## config.mk

```make
export PLATFORM = sky130hd
export DESIGN_NAME = crc_checked_frame_receiver
export DESIGN_NICKNAME = d
export VERILOG_FILES = /design/src/rtl/core/ccfr_pkg.sv /design/src/rtl/core/ccfr_apb_regs.sv /design/src/rtl/core/ccfr_in_stage.sv /design/src/rtl/core/ccfr_frame_engine.sv /design/src/rtl/core/crc_checked_frame_receiver.sv
export VERILOG_INCLUDE_DIRS = /design/src /design/src/rtl/core
export SDC_FILE = /design/constraint.sdc
export NUM_CORES = 1
export LEC_CHECK = 0
export ABC_CLOCK_PERIOD_IN_PS = 4200
export BUFFER_PORTS_ARGS = -buffer_cell sky130_fd_sc_hd__buf_4
export CAP_MARGIN = 40
export CORE_UTILIZATION = 54
export DETAILED_ROUTE_END_ITERATION = 8
export GPL_ROUTABILITY_DRIVEN = 0
export HOLD_SLACK_MARGIN = 0.08
export PLACE_DENSITY = 0.75
export SLEW_MARGIN = 40
export SYNTH_ARGS = -nofsm -noshare
export SYNTH_HDL_FRONTEND = slang
export SYNTH_HIERARCHICAL = 1
export SYNTH_SLANG_ARGS = --single-unit
```

## constraint.sdc

```tcl
create_clock -name i_clk -period 4.2 [get_ports i_clk]
set_input_delay 0.21 -clock i_clk [delete_from_list [all_inputs] [get_ports i_clk]]
set_output_delay 0.21 -clock i_clk [all_outputs]
set_load 0.05 [all_outputs]
```

## src/rtl/core/crc_checked_frame_receiver_defines.svh

```systemverilog
// assertion macros for the frame receiver
`ifndef CRC_CHECKED_FRAME_RECEIVER_DEFINES_SVH
`define CRC_CHECKED_FRAME_RECEIVER_DEFINES_SVH

// same-cycle implication, checked outside reset
`define CCFR_ASSERT_NOW(lbl, ante, cons, msg) \
    lbl: assert property (@(posedge i_clk) disable iff (!i_rst_n) (ante) |-> (cons)) \
        else $error(msg);

// next-cycle implication, checked outside reset
`define CCFR_ASSERT_NEXT(lbl, ante, cons, msg) \
    lbl: assert property (@(posedge i_clk) disable iff (!i_rst_n) (ante) |=> (cons)) \
        else $error(msg);

`endif

```

## src/rtl/core/ccfr_pkg.sv

```systemverilog
package ccfr_pkg;

    localparam int FRAME_BYTES     = 1024;
    localparam int MAX_PACKET      = 64;
    localparam int WORDS_PER_FRAME = FRAME_BYTES / 4;
    localparam int FRAME_LEN       = WORDS_PER_FRAME * 4;

    localparam int BYTE_W = 8;
    localparam int LEN_W  = 7;
    localparam int WORD_W = 32;
    localparam int ADDR_W = 20;
    localparam int ASM_W  = 24;
    localparam int CMD_W  = 8;

    localparam int POS_W     = $clog2(FRAME_LEN);
    localparam int IDX_W     = POS_W - 2;
    localparam int SUM_W     = ((POS_W > LEN_W) ? POS_W : LEN_W) + 1;
    localparam int MAXP_W    = $clog2(MAX_PACKET + 1);
    localparam int LEN_CMP_W = (MAXP_W > LEN_W) ? MAXP_W : LEN_W;

    localparam logic [IDX_W-1:0]  LAST_IDX    = IDX_W'(WORDS_PER_FRAME - 1);
    localparam logic [ADDR_W-1:0] OFFSET_STEP = ADDR_W'(WORDS_PER_FRAME - 2);

    localparam logic [WORD_W-1:0] CRC_POLY = 32'h04C1_1DB7;
    localparam logic [WORD_W-1:0] CRC_INIT = 32'hFFFF_FFFF;

    // apb side
    localparam int PADDR_W = 3;
    localparam int PDATA_W = 32;

    typedef enum logic {
        REG_SENDING_CMD = 1'b0,
        REG_PROG_START  = 1'b1
    } t_reg_idx;

    typedef enum logic {
        KIND_PAYLOAD = 1'b0,
        KIND_VERDICT = 1'b1
    } t_kind;

    typedef struct packed {
        logic [CMD_W-1:0]  sending_command;
        logic [ADDR_W-1:0] program_start_word;
    } t_cfg;

    typedef struct packed {
        logic [LEN_W-1:0]  packet_length;
        logic              packet_start;
        logic [BYTE_W-1:0] data_byte;
    } t_item;

    typedef struct packed {
        t_kind             result_kind;
        logic [WORD_W-1:0] payload_word;
        logic [ADDR_W-1:0] word_address;
        logic              crc_match;
        logic              header_match;
        logic              frame_accepted;
    } t_result;

    typedef logic [WORD_W-1:0][WORD_W-1:0] t_crc_rows;

    // row i holds the input bits that feed output bit i after 32 shift steps
    function automatic t_crc_rows crc_rows();
        t_crc_rows         rows;
        logic [WORD_W-1:0] v;
        rows = '0;
        for (int j = 0; j < WORD_W; j++) begin
            v = WORD_W'(1) << j;
            for (int b = 0; b < WORD_W; b++) begin
                v = v[WORD_W-1] ? ((v << 1) ^ CRC_POLY) : (v << 1);
            end
            for (int i = 0; i < WORD_W; i++) begin
                rows[i][j] = v[i];
            end
        end
        return rows;
    endfunction

    localparam t_crc_rows CRC_ROWS = crc_rows();

    // one word of crc-32/mpeg-2 as a flat xor network
    function automatic logic [WORD_W-1:0] crc_step(logic [WORD_W-1:0] crc,
                                                   logic [WORD_W-1:0] word);
        logic [WORD_W-1:0] c;
        logic [WORD_W-1:0] res;
        c = crc ^ word;
        for (int i = 0; i < WORD_W; i++) begin
            res[i] = ^(c & CRC_ROWS[i]);
        end
        return res;
    endfunction

endpackage

```

## src/rtl/core/ccfr_apb_regs.sv

```systemverilog
module ccfr_apb_regs import ccfr_pkg::*; (
    input  logic               i_clk,
    input  logic               i_rst_n,
    input  logic               psel,
    input  logic               penable,
    input  logic               pwrite,
    input  logic [PADDR_W-1:0] paddr,
    input  logic [PDATA_W-1:0] pwdata,
    output logic [PDATA_W-1:0] prdata,
    output logic               pready,
    output t_cfg               o_cfg
);

    t_cfg     r_cfg;
    t_cfg     n_cfg;
    t_reg_idx reg_idx;
    logic     wr_en;

    assign pready  = 1'b1;
    assign reg_idx = t_reg_idx'(paddr[2]);
    assign wr_en   = psel && penable && pwrite && pready;

    always_comb begin
        n_cfg = r_cfg;
        if (wr_en) begin
            case (reg_idx)
                REG_SENDING_CMD: n_cfg.sending_command    = pwdata[CMD_W-1:0];
                REG_PROG_START:  n_cfg.program_start_word = pwdata[ADDR_W-1:0];
                default: ;
            endcase
        end
    end

    always_ff @(posedge i_clk) begin
        if (!i_rst_n) begin
            r_cfg <= '0;
        end else begin
            r_cfg <= n_cfg;
        end
    end

    always_comb begin
        case (reg_idx)
            REG_SENDING_CMD: prdata = PDATA_W'(r_cfg.sending_command);
            REG_PROG_START:  prdata = PDATA_W'(r_cfg.program_start_word);
            default:         prdata = '0;
        endcase
    end

    assign o_cfg = r_cfg;

endmodule

```

## src/rtl/core/ccfr_in_stage.sv

```systemverilog
module ccfr_in_stage import ccfr_pkg::*; (
    input  logic  i_clk,
    input  logic  i_rst_n,
    input  logic  i_valid,
    output logic  o_ready,
    input  t_item i_item,
    input  logic  i_advance,
    output logic  o_fire,
    output t_item o_item
);

    logic  r_valid;
    t_item r_item;

    // a held request leaves when the result side can move
    assign o_fire  = r_valid && i_advance;
    assign o_ready = !r_valid || i_advance;

    always_ff @(posedge i_clk) begin
        if (!i_rst_n) begin
            r_valid <= 1'b0;
        end else if (o_ready) begin
            r_valid <= i_valid;
        end
    end

    always_ff @(posedge i_clk) begin
        if (o_ready && i_valid) begin
            r_item <= i_item;
        end
    end

    assign o_item = r_item;

endmodule

```

## src/rtl/core/ccfr_frame_engine.sv

```systemverilog
module ccfr_frame_engine import ccfr_pkg::*; (
    input  logic    i_clk,
    input  logic    i_rst_n,
    input  logic    i_fire,
    input  t_item   i_item,
    input  t_cfg    i_cfg,
    output logic    o_res_valid,
    output t_result o_res
);

    logic [POS_W-1:0]  r_pos,    n_pos;
    logic [ASM_W-1:0]  r_asm,    n_asm;
    logic [WORD_W-1:0] r_crc,    n_crc;
    logic [CMD_W-1:0]  r_header, n_header;
    logic [ADDR_W-1:0] r_offset, n_offset;
    logic [LEN_W-1:0]  r_drop,   n_drop;

    logic              take;
    logic [1:0]        lane;
    logic [IDX_W-1:0]  idx;
    logic [SUM_W-1:0]  fill_sum;
    logic              too_long;
    logic [WORD_W-1:0] word;
    logic [ADDR_W-1:0] base;
    logic              cm;
    logic              hm;

    assign lane     = r_pos[1:0];
    assign idx      = r_pos[POS_W-1:2];
    assign fill_sum = SUM_W'(r_pos) + SUM_W'(i_item.packet_length);
    assign too_long = (LEN_CMP_W'(i_item.packet_length) > LEN_CMP_W'(MAX_PACKET))
                      || (fill_sum > SUM_W'(FRAME_LEN));
    assign word     = {i_item.data_byte, r_asm};
    assign base     = i_cfg.program_start_word + r_offset;
    assign cm       = (r_crc == word);
    assign hm       = (r_header == i_cfg.sending_command);

    always_comb begin
        n_pos       = r_pos;
        n_asm       = r_asm;
        n_crc       = r_crc;
        n_header    = r_header;
        n_offset    = r_offset;
        n_drop      = r_drop;
        take        = 1'b0;
        o_res_valid = 1'b0;
        o_res       = '{result_kind: KIND_PAYLOAD, payload_word: word,
                        word_address: base + ADDR_W'(idx) - ADDR_W'(1),
                        crc_match: 1'b0, header_match: 1'b0, frame_accepted: 1'b0};

        // packet admission and drop bookkeeping
        if (i_item.packet_start) begin
            n_drop = '0;
            if (i_item.packet_length == '0) begin
                take = 1'b0;
            end else if (too_long) begin
                n_drop = i_item.packet_length - LEN_W'(1);
            end else begin
                take = 1'b1;
            end
        end else if (r_drop != '0) begin
            n_drop = r_drop - LEN_W'(1);
        end else begin
            take = 1'b1;
        end

        if (take) begin
            if (r_pos == '0) begin
                n_header = i_item.data_byte;
            end
            if (lane != 2'd3) begin
                n_asm = r_asm | (ASM_W'(i_item.data_byte) << {lane, 3'b000});
                n_pos = r_pos + POS_W'(1);
            end else begin
                n_asm = '0;
                if (idx != LAST_IDX) begin
                    n_crc       = crc_step(r_crc, word);
                    n_pos       = r_pos + POS_W'(1);
                    o_res_valid = (idx != '0);
                end else begin
                    // received crc word closes the frame
                    o_res_valid = 1'b1;
                    o_res       = '{result_kind: KIND_VERDICT, payload_word: r_crc,
                                    word_address: base, crc_match: cm,
                                    header_match: hm, frame_accepted: cm && hm};
                    if (cm && hm) begin
                        n_offset = r_offset + OFFSET_STEP;
                    end
                    n_pos = '0;
                    n_crc = CRC_INIT;
                end
            end
        end
    end

    always_ff @(posedge i_clk) begin
        if (!i_rst_n) begin
            r_pos    <= '0;
            r_asm    <= '0;
            r_crc    <= CRC_INIT;
            r_header <= '0;
            r_offset <= '0;
            r_drop   <= '0;
        end else if (i_fire) begin
            r_pos    <= n_pos;
            r_asm    <= n_asm;
            r_crc    <= n_crc;
            r_header <= n_header;
            r_offset <= n_offset;
            r_drop   <= n_drop;
        end
    end

endmodule

```

## src/rtl/core/crc_checked_frame_receiver.sv

```systemverilog
// path: an accepted byte is held in the input stage register, then its result is registered in the output slot
// throughput: one byte per cycle while the output slot is free or being emptied, set by the frame state update
// (byte assembly plus the flat crc xor network on the fourth byte of each word)
// reset: synchronous active-low i_rst_n clears position, drop count, header,
// program offset and both stages, loads the crc with all ones; config goes to 0
`include "crc_checked_frame_receiver_defines.svh"

module crc_checked_frame_receiver import ccfr_pkg::*; (
    input  logic               i_clk,
    input  logic               i_rst_n,
    // apb configuration
    input  logic               psel,
    input  logic               penable,
    input  logic               pwrite,
    input  logic [PADDR_W-1:0] paddr,
    input  logic [PDATA_W-1:0] pwdata,
    output logic [PDATA_W-1:0] prdata,
    output logic               pready,
    // byte stream in
    input  logic               s_axis_tvalid,
    output logic               s_axis_tready,
    input  logic [15:0]        s_axis_tdata,  // data_byte[7:0], packet_length[14:8], pad
    input  logic               s_axis_tuser,  // packet_start
    // result stream out
    output logic               m_axis_tvalid,
    input  logic               m_axis_tready,
    output logic [55:0]        m_axis_tdata,  // payload_word[31:0], word_address[51:32],
                                              // crc_match[52], header_match[53], pad
    output logic               m_axis_tuser,  // result_kind
    output logic               m_axis_tlast   // frame_accepted
);

    t_cfg    cfg;
    t_item   in_item;
    t_item   held_item;
    logic    advance;
    logic    fire;
    logic    res_valid;
    t_result res;

    logic    r_out_valid;
    t_result r_out;

    assign in_item = '{packet_length: s_axis_tdata[14:8],
                       packet_start:  s_axis_tuser,
                       data_byte:     s_axis_tdata[7:0]};

    // output slot is free or being emptied this cycle
    assign advance = !r_out_valid || m_axis_tready;

    ccfr_apb_regs u_regs (
        .i_clk   (i_clk),
        .i_rst_n (i_rst_n),
        .psel    (psel),
        .penable (penable),
        .pwrite  (pwrite),
        .paddr   (paddr),
        .pwdata  (pwdata),
        .prdata  (prdata),
        .pready  (pready),
        .o_cfg   (cfg)
    );

    ccfr_in_stage u_in (
        .i_clk     (i_clk),
        .i_rst_n   (i_rst_n),
        .i_valid   (s_axis_tvalid),
        .o_ready   (s_axis_tready),
        .i_item    (in_item),
        .i_advance (advance),
        .o_fire    (fire),
        .o_item    (held_item)
    );

    ccfr_frame_engine u_engine (
        .i_clk       (i_clk),
        .i_rst_n     (i_rst_n),
        .i_fire      (fire),
        .i_item      (held_item),
        .i_cfg       (cfg),
        .o_res_valid (res_valid),
        .o_res       (res)
    );

    always_ff @(posedge i_clk) begin
        if (!i_rst_n) begin
            r_out_valid <= 1'b0;
        end else if (advance) begin
            r_out_valid <= fire && res_valid;
        end
    end

    always_ff @(posedge i_clk) begin
        if (fire && res_valid) begin
            r_out <= res;
        end
    end

    assign m_axis_tvalid = r_out_valid;
    assign m_axis_tdata  = {2'b00, r_out.header_match, r_out.crc_match,
                            r_out.word_address, r_out.payload_word};
    assign m_axis_tuser  = r_out.result_kind;
    assign m_axis_tlast  = r_out.frame_accepted;

    `CCFR_ASSERT_NOW(a_payload_flags_clear,
        m_axis_tvalid && (m_axis_tuser == KIND_PAYLOAD),
        !m_axis_tlast && (m_axis_tdata[53:52] == 2'b00),
        "payload result carries verdict flags")

    `CCFR_ASSERT_NOW(a_accept_is_both_matches,
        m_axis_tvalid && (m_axis_tuser == KIND_VERDICT),
        m_axis_tlast == (m_axis_tdata[52] && m_axis_tdata[53]),
        "frame acceptance disagrees with crc and header matches")

    `CCFR_ASSERT_NEXT(a_held_item_moves_on,
        fire && !(s_axis_tvalid && s_axis_tready),
        !u_in.o_fire,
        "input stage kept a consumed request")

endmodule

```

# After elaboration in Yosys (flattened, before gate mapping)
# Cells that the tools add are included.
[totals]
ff_bits = 203
inputBits = 59
output_inout_bits = 93
elab_cells = 116
[op_classes]
add_sub_neg = 8
n_lt_le_gt_ge = 2
eq_ne = 4
shift = 1
muxes = 19
n_bitwise = 6
n_reduce_logical = 57
[op_table]
columns = ["op", "count"]
rows = [
  ["XOR reduction 32 bit", 32],
  ["2-to-1 mux 55 bit", 2],
  ["case mux 32 bit (2 select lines)", 1],
  ["2-to-1 mux 56 bit", 1],
  ["== test 32 bit", 1],
  ["2-to-1 mux 32 bit", 1],
  ["XOR 32 bit", 1],
  ["2-to-1 mux 7 bit", 4],
  ["2-to-1 mux 24 bit", 1],
  ["OR 24 bit", 1],
  ["<< shifter 8 x 5 -> 24 bit", 1],
  ["adder 20 bit", 1],
  ["adder 20 x 8 -> 20 bit", 1],
  ["adder 20 x 8 -> 20 bit (second input constant)", 1],
  ["2-to-1 mux 10 bit", 2],
  ["subtractor 20 x 1 -> 20 bit (second input constant)", 1],
  ["subtractor 7 x 1 -> 7 bit (second input constant)", 2],
  ["adder 10 x 7 -> 11 bit", 1],
  ["> comparator 11 bit (second input constant)", 1],
  ["adder 10 x 1 -> 10 bit (second input constant)", 1],
  ["logical NOT 10 bit", 1],
  ["== test 8 bit", 1],
  ["!= test 8 bit (second input constant)", 1],
  ["AND reduction 2 bit", 4],
  ["15 further kinds", 33],
]

# Longest topological paths before layout
# Gate-level depths: netlist of the first run.
[depth]
word_depth = 8
mapped_depth = 20
depth_no_buf = 20

# Hierarchy
# Netlist of the first run, hierarchy kept.
[modules_own_cells]
columns = ["module", "instances", "cells_each", "area_each_um2", "seq_area_each_um2"]
rows = [
  ["ccfr_frame_engine", 1, 1208, 9407.8, 2001.9],
  ["crc_checked_frame_receiver", 1, 64, 1752.9, 1701.6],
  ["ccfr_apb_regs", 1, 152, 1398.8, 560.5],
  ["ccfr_in_stage", 1, 22, 545.5, 500.5],
]

# Worst setup path after synthesis of the first run
# Ideal clock, no wire load.
[synth_path]
path_type = "reg2reg"
startpoint = "register u_regs.r_cfg, in the netlist u_regs/o_cfg[1]"
endpoint = "register r_out, in the netlist m_axis_tdata[50], data pin"
setup_time_ns = 0.278
arrival_time_ns = 4.001
t_required_ns = 3.922
setup_slack_ns = -0.079
path_stages_with_launch = 18
path_buffers = 0
synth_period_minus_slack_ns = 4.279
cell_sequence = "dfxtp_1 > ha_1 > fa_1 > inv_1 > ha_1 > inv_1 > ha_1 > a21o_1 > a21oi_1 > o21ai_0 > a2111oi_0 > o21ai_0 > a31o_2 > a211oi_1 > nor2_1 > o41ai_1 > mux2i_1 > o311ai_0"
[synth_lines]
columns = ["element", "line_no", "source"]
rows = [
  ["start, declared", "ccfr_apb_regs.sv:14", "t_cfg r_cfg;"],
  ["start signal, assigned", "ccfr_apb_regs.sv:38", "r_cfg <= n_cfg;"],
  ["end signal, assigned", "crc_checked_frame_receiver.sv:95", "r_out <= res;"],
  ["end, declared", "crc_checked_frame_receiver.sv:42", "t_result r_out;"],
]

==> results of run 1 <==
## power groups by stage
stage / sequential [mW] / clock, mW / combinational, mW
after floorplan: 2.14 / 0 / 0.864
after global placement: 2.15 / 0 / 1.09
after detailed placement: 2.15 / 0 / 1.11
after CTS: 2.11 / 2.11 / 1.16
after global routing: 2.11 / 2.19 / 1.30
final: 2.11 / 2.08 / 1.21
## Yosys cell counts (12+ instances only)
| library cell | count | share of area |
|---|---|---|
| xnor2_1 | 237 | 0.16 |
| nand2_1 | 214 | 0.061 |
| dfxtp_1 | 130 | 0.20 |
| nor2_1 | 91 | 0.026 |
| xor2_1 | 75 | 0.050 |
| ha_1 | 73 | 0.070 |
| edfxtp_1 | 72 | 0.16 |
| inv_1 | 72 | 0.021 |
| a21oi_1 | 64 | 0.024 |
| o21ai_0 | 44 | 0.017 |
| mux2i_1 | 39 | 0.030 |
| clkbuf_1 | 33 | 0.0095 |
| and2_1 | 30 | 0.014 |
| o211ai_1 | 27 | 0.015 |
| nor3_1 | 22 | 0.0084 |
| nand3_1 | 17 | 0.0065 |
| buf_4 | 16 | 0.0092 |
| or3_1 | 15 | 0.0072 |
| and3_1 | 13 | 0.0062 |
| nor2b_1 | 13 | 0.0062 |
| nor4_1 | 12 | 0.0057 |
## worst max-delay path, delay by kind of cell, from the launching register on
kind | cells | cell delay (ps)
compound gates | 7 | 1490
fa+ha+maj | 4 | 1030
simple gates | 3 | 540
xor+xnor | 2 | 350
flops | 1 | 340
buf+inv | 1 | 100
## stage by stage
step / utilization / cells / power [mW] / setup WS, ps
after floorplan: - / 1458 / 3.00 / 0.664
after global placement: 0.628 / 1929 / 3.24 / -209
after CTS: 0.682 / 2013 / 5.38 / 1.31
after global routing: 0.694 / 2020 / 5.61 / -57.0
final: 0.694 / 2020 / 5.41 / 98.3
after detailed placement: 0.629 / 1929 / 3.26 / -420
## logic make-up after synthesis
kind of cell	synth area share
other cells	0.000859
flops	0.364
fa+ha+maj	0.0743
xor+xnor	0.210
simple gates	0.164
compound gates	0.104
buf+inv	0.0468
mux	0.0367
## flip-flops by register name (all words and copies together) (netlist names), named ones only
register,flops
u_engine/r_drop,7
u_in/r_valid,1
m_axis_tuser,1
m_axis_tdata,54
u_engine/r_pos,9
m_axis_tlast,1
m_axis_tvalid,1
u_engine/r_crc,32
u_regs/o_cfg,28
u_engine/r_header,8
u_engine/r_asm,24
u_engine/r_offset,19
u_in/o_item,16
## what timing repair did
| action | 4_1_cts | 5_1_grt |
|---|---|---|
| endpoints found under the hold margin | 46 | 0 |
| pin swaps | 9 | 33 |
| gates resized for setup | 18 | 46 |
| hold buffers | 38 | 0 |
| setup buffers | 5 | 7 |
| setup endpoints to repair | 40 | 87 |
## layer usage
metal	part of all wire	up-vias	track usage
li1	-	5372	-
met1	0.43	5255	0.376
met2	0.46	448	0.469
met3	0.068	88	0.0367
met4	0.036	0	0.101
met5	0	-	0
## cell type report
type | count | area, µm²
clock buffers | 35 | 703
inverters | 72 | 274
well taps | 319 | 399
repair buffers | 263 | 2100
multi-input cells | 1123 | 8050
flip-flops and latches | 202 | 4770
fillers | 1771 | 7230
clock inverters | 6 | 90.1
## path summary, 6_finish.rpt
| path | startpoint | cells past startpoint | end |
|---|---|---|---|
| hold reg to reg | u_regs/o_cfg[12] | 2 | u_regs/o_cfg[12] |
| setup reg to reg | u_engine/r_offset[1] | 17 | m_axis_tdata[49] |
| hold / removal | i_rst_n | 2 | u_engine/r_crc[1] |
| setup / recovery | u_engine/r_offset[1] | 17 | m_axis_tdata[49] |
==> run summary, run 1 <==
status: finished clean
Switching Share: 0.274
Yosys warnings: 6
first-pass GRT wire length: 54.8 mm
switching power: 1.48 mW
Main synth FF type: dfxtp_1
RSZ-0062 raised after global routing: yes
Initial Util: 0.555
via count: 11.2k
Fin. Hold Viols: 0
Final Critical Period: 4100 ps
most frequent cells in the layout: 235 x xnor2_1, 221 x buf_4, 214 x nand2_1, 128 x dfxtp_1, 88 x nor2_1
DRT iter0 DRCs: 887
gr ovfl total: 0
DRC: 0
cells along the critical path: ha_4 -> fa_2 -> xnor2_1 -> ha_1 -> inv_1 -> ha_4 -> nor2b_2 -> o21ai_2 -> a21boi_4 -> o21a_1 -> o311a_1 -> a21oi_2 -> o221a_4 -> nor2_4 -> o211a_1 -> or3_4 -> xnor2_2
power share of the clock group: 0.385
Area after DPL: 14,800 µm²
Routed WL: 35.2 mm
worst hold path type: input port to flip-flop
Core ar.: 23,600 µm²
fin. max-slew vios: 0
Vias per Instance: 5.53
root cell of the clock tree: clkbuf_16
CP most frequent cell: ha_4
Max-Cap Viols: 0
Die H: 158 µm
Post-DRT Antenna Nets: 0
ANT cells: 0
number of synthesized flops with an enable pin: 72
Setup violations, final: 0
Setup TNS: 0 ps
share of layout cells above drive strength 1: 0.192
nets: 1,820
worst-margin pin slew: 807 ps
Clock transition at path regs: 60 ps
Max Clock Freq: 244 MHz
die footprint: 24,900 µm²
FF+latch count, synth: 202
clock skew: 18.6 ps
post-synthesis sequential area ratio: 0.364
vias in the first global route: 10.5k
Leakage: 7.13 nW
row count: 56
crit-path max FO: 3
I/O pin count: 152
CP Data Required Time: 4460 ps
CTS tree: yes
max incr delay on CP: 380 ps
CP endpoint kind: flip-flop
GRT Util Overall: 0.283
antenna violations before repair: 0
PwrDens: 330 nW/µm²
IO Port Bufs: 121
final instance area: 16,400 µm²
P_int: 3.92 mW
Comb pwr share: 0.224
crit start category: flip-flop
area grow syn2layout: 25.0%
H-tree Lvls: 1
CP max stage cell: fa_2
Clock Latency Late Sink: 520 ps
Chip Width: 158 µm
Crit Path Category: flip-flop to flip-flop
Hold WS: 122 ps
asr flop ratio synth: 0
peak supply drop: 0.280 mV
routed len/inst: 17.4 µm
drt first pass iters: 7
Reg power frac: 0.391
Avg Inst Size Synth: 9.06 µm²
Tcrit/Tclk final: 0.977
synthesized cell area: 13,100 µm²
most common cell after layout, fill and taps aside: xnor2_1
Cell variety after synth: 73
pin count of the biggest net entering global routing: 97
HPWL after DPL: 25.2 mm
clk sink count: 202
Max clock buf depth: 3
R2R Setup Slk: 100 ps
CTS buffer count: 23
Max-slew headroom: 0.457
Mapped Cells: 1,446
crit path DAT: 4360 ps
Note: power is estimated with default switching activity, not from simulation.
==> inputs of run 2 (changes only) <==
CORE_UTILIZATION = 46   (was 54)
PLACE_DENSITY = 0.65   (was 0.75)
SKIP_CTS_REPAIR_TIMING = 1   (was not set)
SYNTH_HIERARCHICAL = not set   (was 1)
==> run summary, run 2 <==
Setup violations, final: 0
Core ar.: 28,100 µm²
Clock Latency Late Sink: 540 ps
Max-slew headroom: 0.510
FF+latch count, synth: 202
Post-DRT Antenna Nets: 0
pre-CTS setup slack: -298 ps
WP depth: 20
share of layout cells above drive strength 1: 0.178
PnR worst setup slack: 42.0 ps
clock skew: 21.5 ps
max incr delay on CP: 350 ps
CTS tree: yes
clk sink count: 202
nets: 1,844
Cell variety after synth: 73
Final Critical Period: 4160 ps
peak supply drop: 0.249 mV
PwrDens: 336 nW/µm²
commonest cells in the netlist: 262 x xnor2_1, 201 x nand2_1, 130 x dfxtp_1
RSZ-0062 raised after global routing: yes
first-pass GRT wire length: 54.3 mm
Yosys warnings: 0
area share of the leading cell type in the synthesized netlist: 0.196
IO Port Bufs: 121
Max-Cap Viols: 0
CP Buf/Inv Count: 2
Synth area leaders: dfxtp_1 20%, xnor2_1 17%, edfxtp_1 16%, ha_1 6.9%, nand2_1 5.7%
max reg flops: 54
CP endpoint kind: flip-flop
CP most frequent cell: o21ai_2
synthesized cell area: 13,300 µm²
WHS Path Cells: 2
gr ovfl total: 0
DRT iter0 DRCs: 802
Layout Utilization: 0.587
HPWL after DPL: 25.5 mm
antenna violations before repair: 1
most numerous cell in the Yosys netlist: xnor2_1
Mapped Cells: 1,492
routed len/inst: 16.9 µm
crit start category: flip-flop
largest area contributor in the netlist: dfxtp_1
fin. max-slew vios: 0
Tcrit/Tclk final: 0.990
worst-margin pin slew: 733 ps
number of synthesized flops with an enable pin: 72
Fillers: 2,541
worst hold path type: input port to flip-flop
asr flop ratio synth: 0
crit path DAT: 4440 ps
post-synthesis sequential area ratio: 0.359
Main synth FF type: dfxtp_1
Die H: 172 µm
DRC: 0
Fin. Hold Viols: 0
Vias per Instance: 5.28
H-tree Lvls: 1
CTS buffer count: 24
pin count of the biggest net entering global routing: 102
Max clock buf depth: 3
post-route total power: 5.54 mW
cells along the critical path: ha_4 -> fa_2 -> buf_6 -> a211oi_2 -> o21bai_1 -> a21oi_2 -> xor2_1 -> ha_1 -> inv_2 -> ha_4 -> o21ai_2 -> nand2b_1 -> a41o_1 -> a31o_4 -> a21oi_4 -> o21ai_2 -> o21ai_2 -> a211oi_2 -> or3_1 -> a31o_1
area grow syn2layout: 24.5%
CP max stage cell: fa_2
Initial Util: 0.472
I/O pin count: 152
most common cell after layout, fill and taps aside: xnor2_1
drt first pass iters: 5
via count: 11.1k
Crit Path Category: flip-flop to flip-flop
Avg Inst Size Synth: 8.88 µm²
GRT Util Overall: 0.234
CP Data Required Time: 4480 ps
CP top delay family: compound AO/OA/AOI/OAI gates
vias in the first global route: 10.2k
crit-path max FO: 3
Max Clock Freq: 240 MHz
Chip Width: 172 µm
Clock transition at path regs: 70 ps
status: finished clean
Leakage: 6.72 nW
die footprint: 29,500 µm²
root cell of the clock tree: clkbuf_16
row count: 61
Worst R2R Path Depth: 20
most frequent cells in the layout: 261 x xnor2_1, 200 x nand2_1, 200 x buf_4, 127 x dfxtp_1, 99 x nor2_1
Routed WL: 35.6 mm
-- run 2: area by class of cell --
cell class	instances	area [µm²]	share of cell area
tap	378	473	0.0287
clock inverter	13	131	0.00796
sequential	202	4770	0.289
inverter	62	233	0.0141
antenna	1	2.50	0.000152
timing repair buffer	246	2000	0.121
clock buffer	31	701	0.0425
multi-input combinational	1173	8190	0.496
-- run 2: path summary, 6_finish.rpt --
check | from | to | slack, ps
min | i_rst_n | u_engine.r_crc[17] | 150
max reg2reg | u_regs.o_cfg[1] | m_axis_tdata[50] | 40
max | u_regs.o_cfg[1] | m_axis_tdata[50] | 40
min reg2reg | u_regs.o_cfg[8] | u_regs.o_cfg[8] | 490
-- run 2: cell families after synthesis --
group | share of synthesized area
compound gates | 0.119
xor+xnor | 0.218
fa+ha+maj | 0.0742
buf+inv | 0.0419
flops | 0.359
mux | 0.0151
other cells | 0.000567
simple gates | 0.172
-- run 2: power breakdown --
part / total [mW] / switching, mW / internal (mW)
Combinational: 1.25 / 0.656 / 0.595
Sequential: 2.13 / 0.0567 / 2.07
Clock: 2.17 / 0.862 / 1.30
Total: 5.54 / 1.58 / 3.97
-- run 2: worst reg2reg max path: stages (launching register included) --
cell	delay [ps]
dfxtp_2	340
ha_4	160
fa_2	350
buf_6	130
a211oi_2	240
o21bai_1	120
a21oi_2	140
xor2_1	200
ha_1	270
inv_2	70
ha_4	210
o21ai_2	70
nand2b_1	100
a41o_1	240
a31o_4	240
a21oi_4	150
o21ai_2	80
o21ai_2	170
a211oi_2	90
or3_1	310
a31o_1	220
-- run 2: stage by stage --
| stage | setup TNS [ps] | std cells | instance area [µm²] | hold WS, ps |
|---|---|---|---|---|
| finish | 0 | 2106 | 16500 | 146 |
| global placement | -280 | 2020 | 15000 | 389 |
| floorplan | 0 | 1505 | 13300 | 309 |
| CTS | -636 | 2065 | 15900 | -161 |
| global route | -215 | 2105 | 16500 | 152 |
| detailed placement | -548 | 2021 | 15100 | 389 |
-- run 2: layer usage --
metal,track usage,up-vias,part of all wire
met5,0,-,0
met4,0.0681,0,0.022
met3,0.0412,63,0.072
met2,0.360,373,0.44
met1,0.332,5214,0.47
li1,-,5479,-
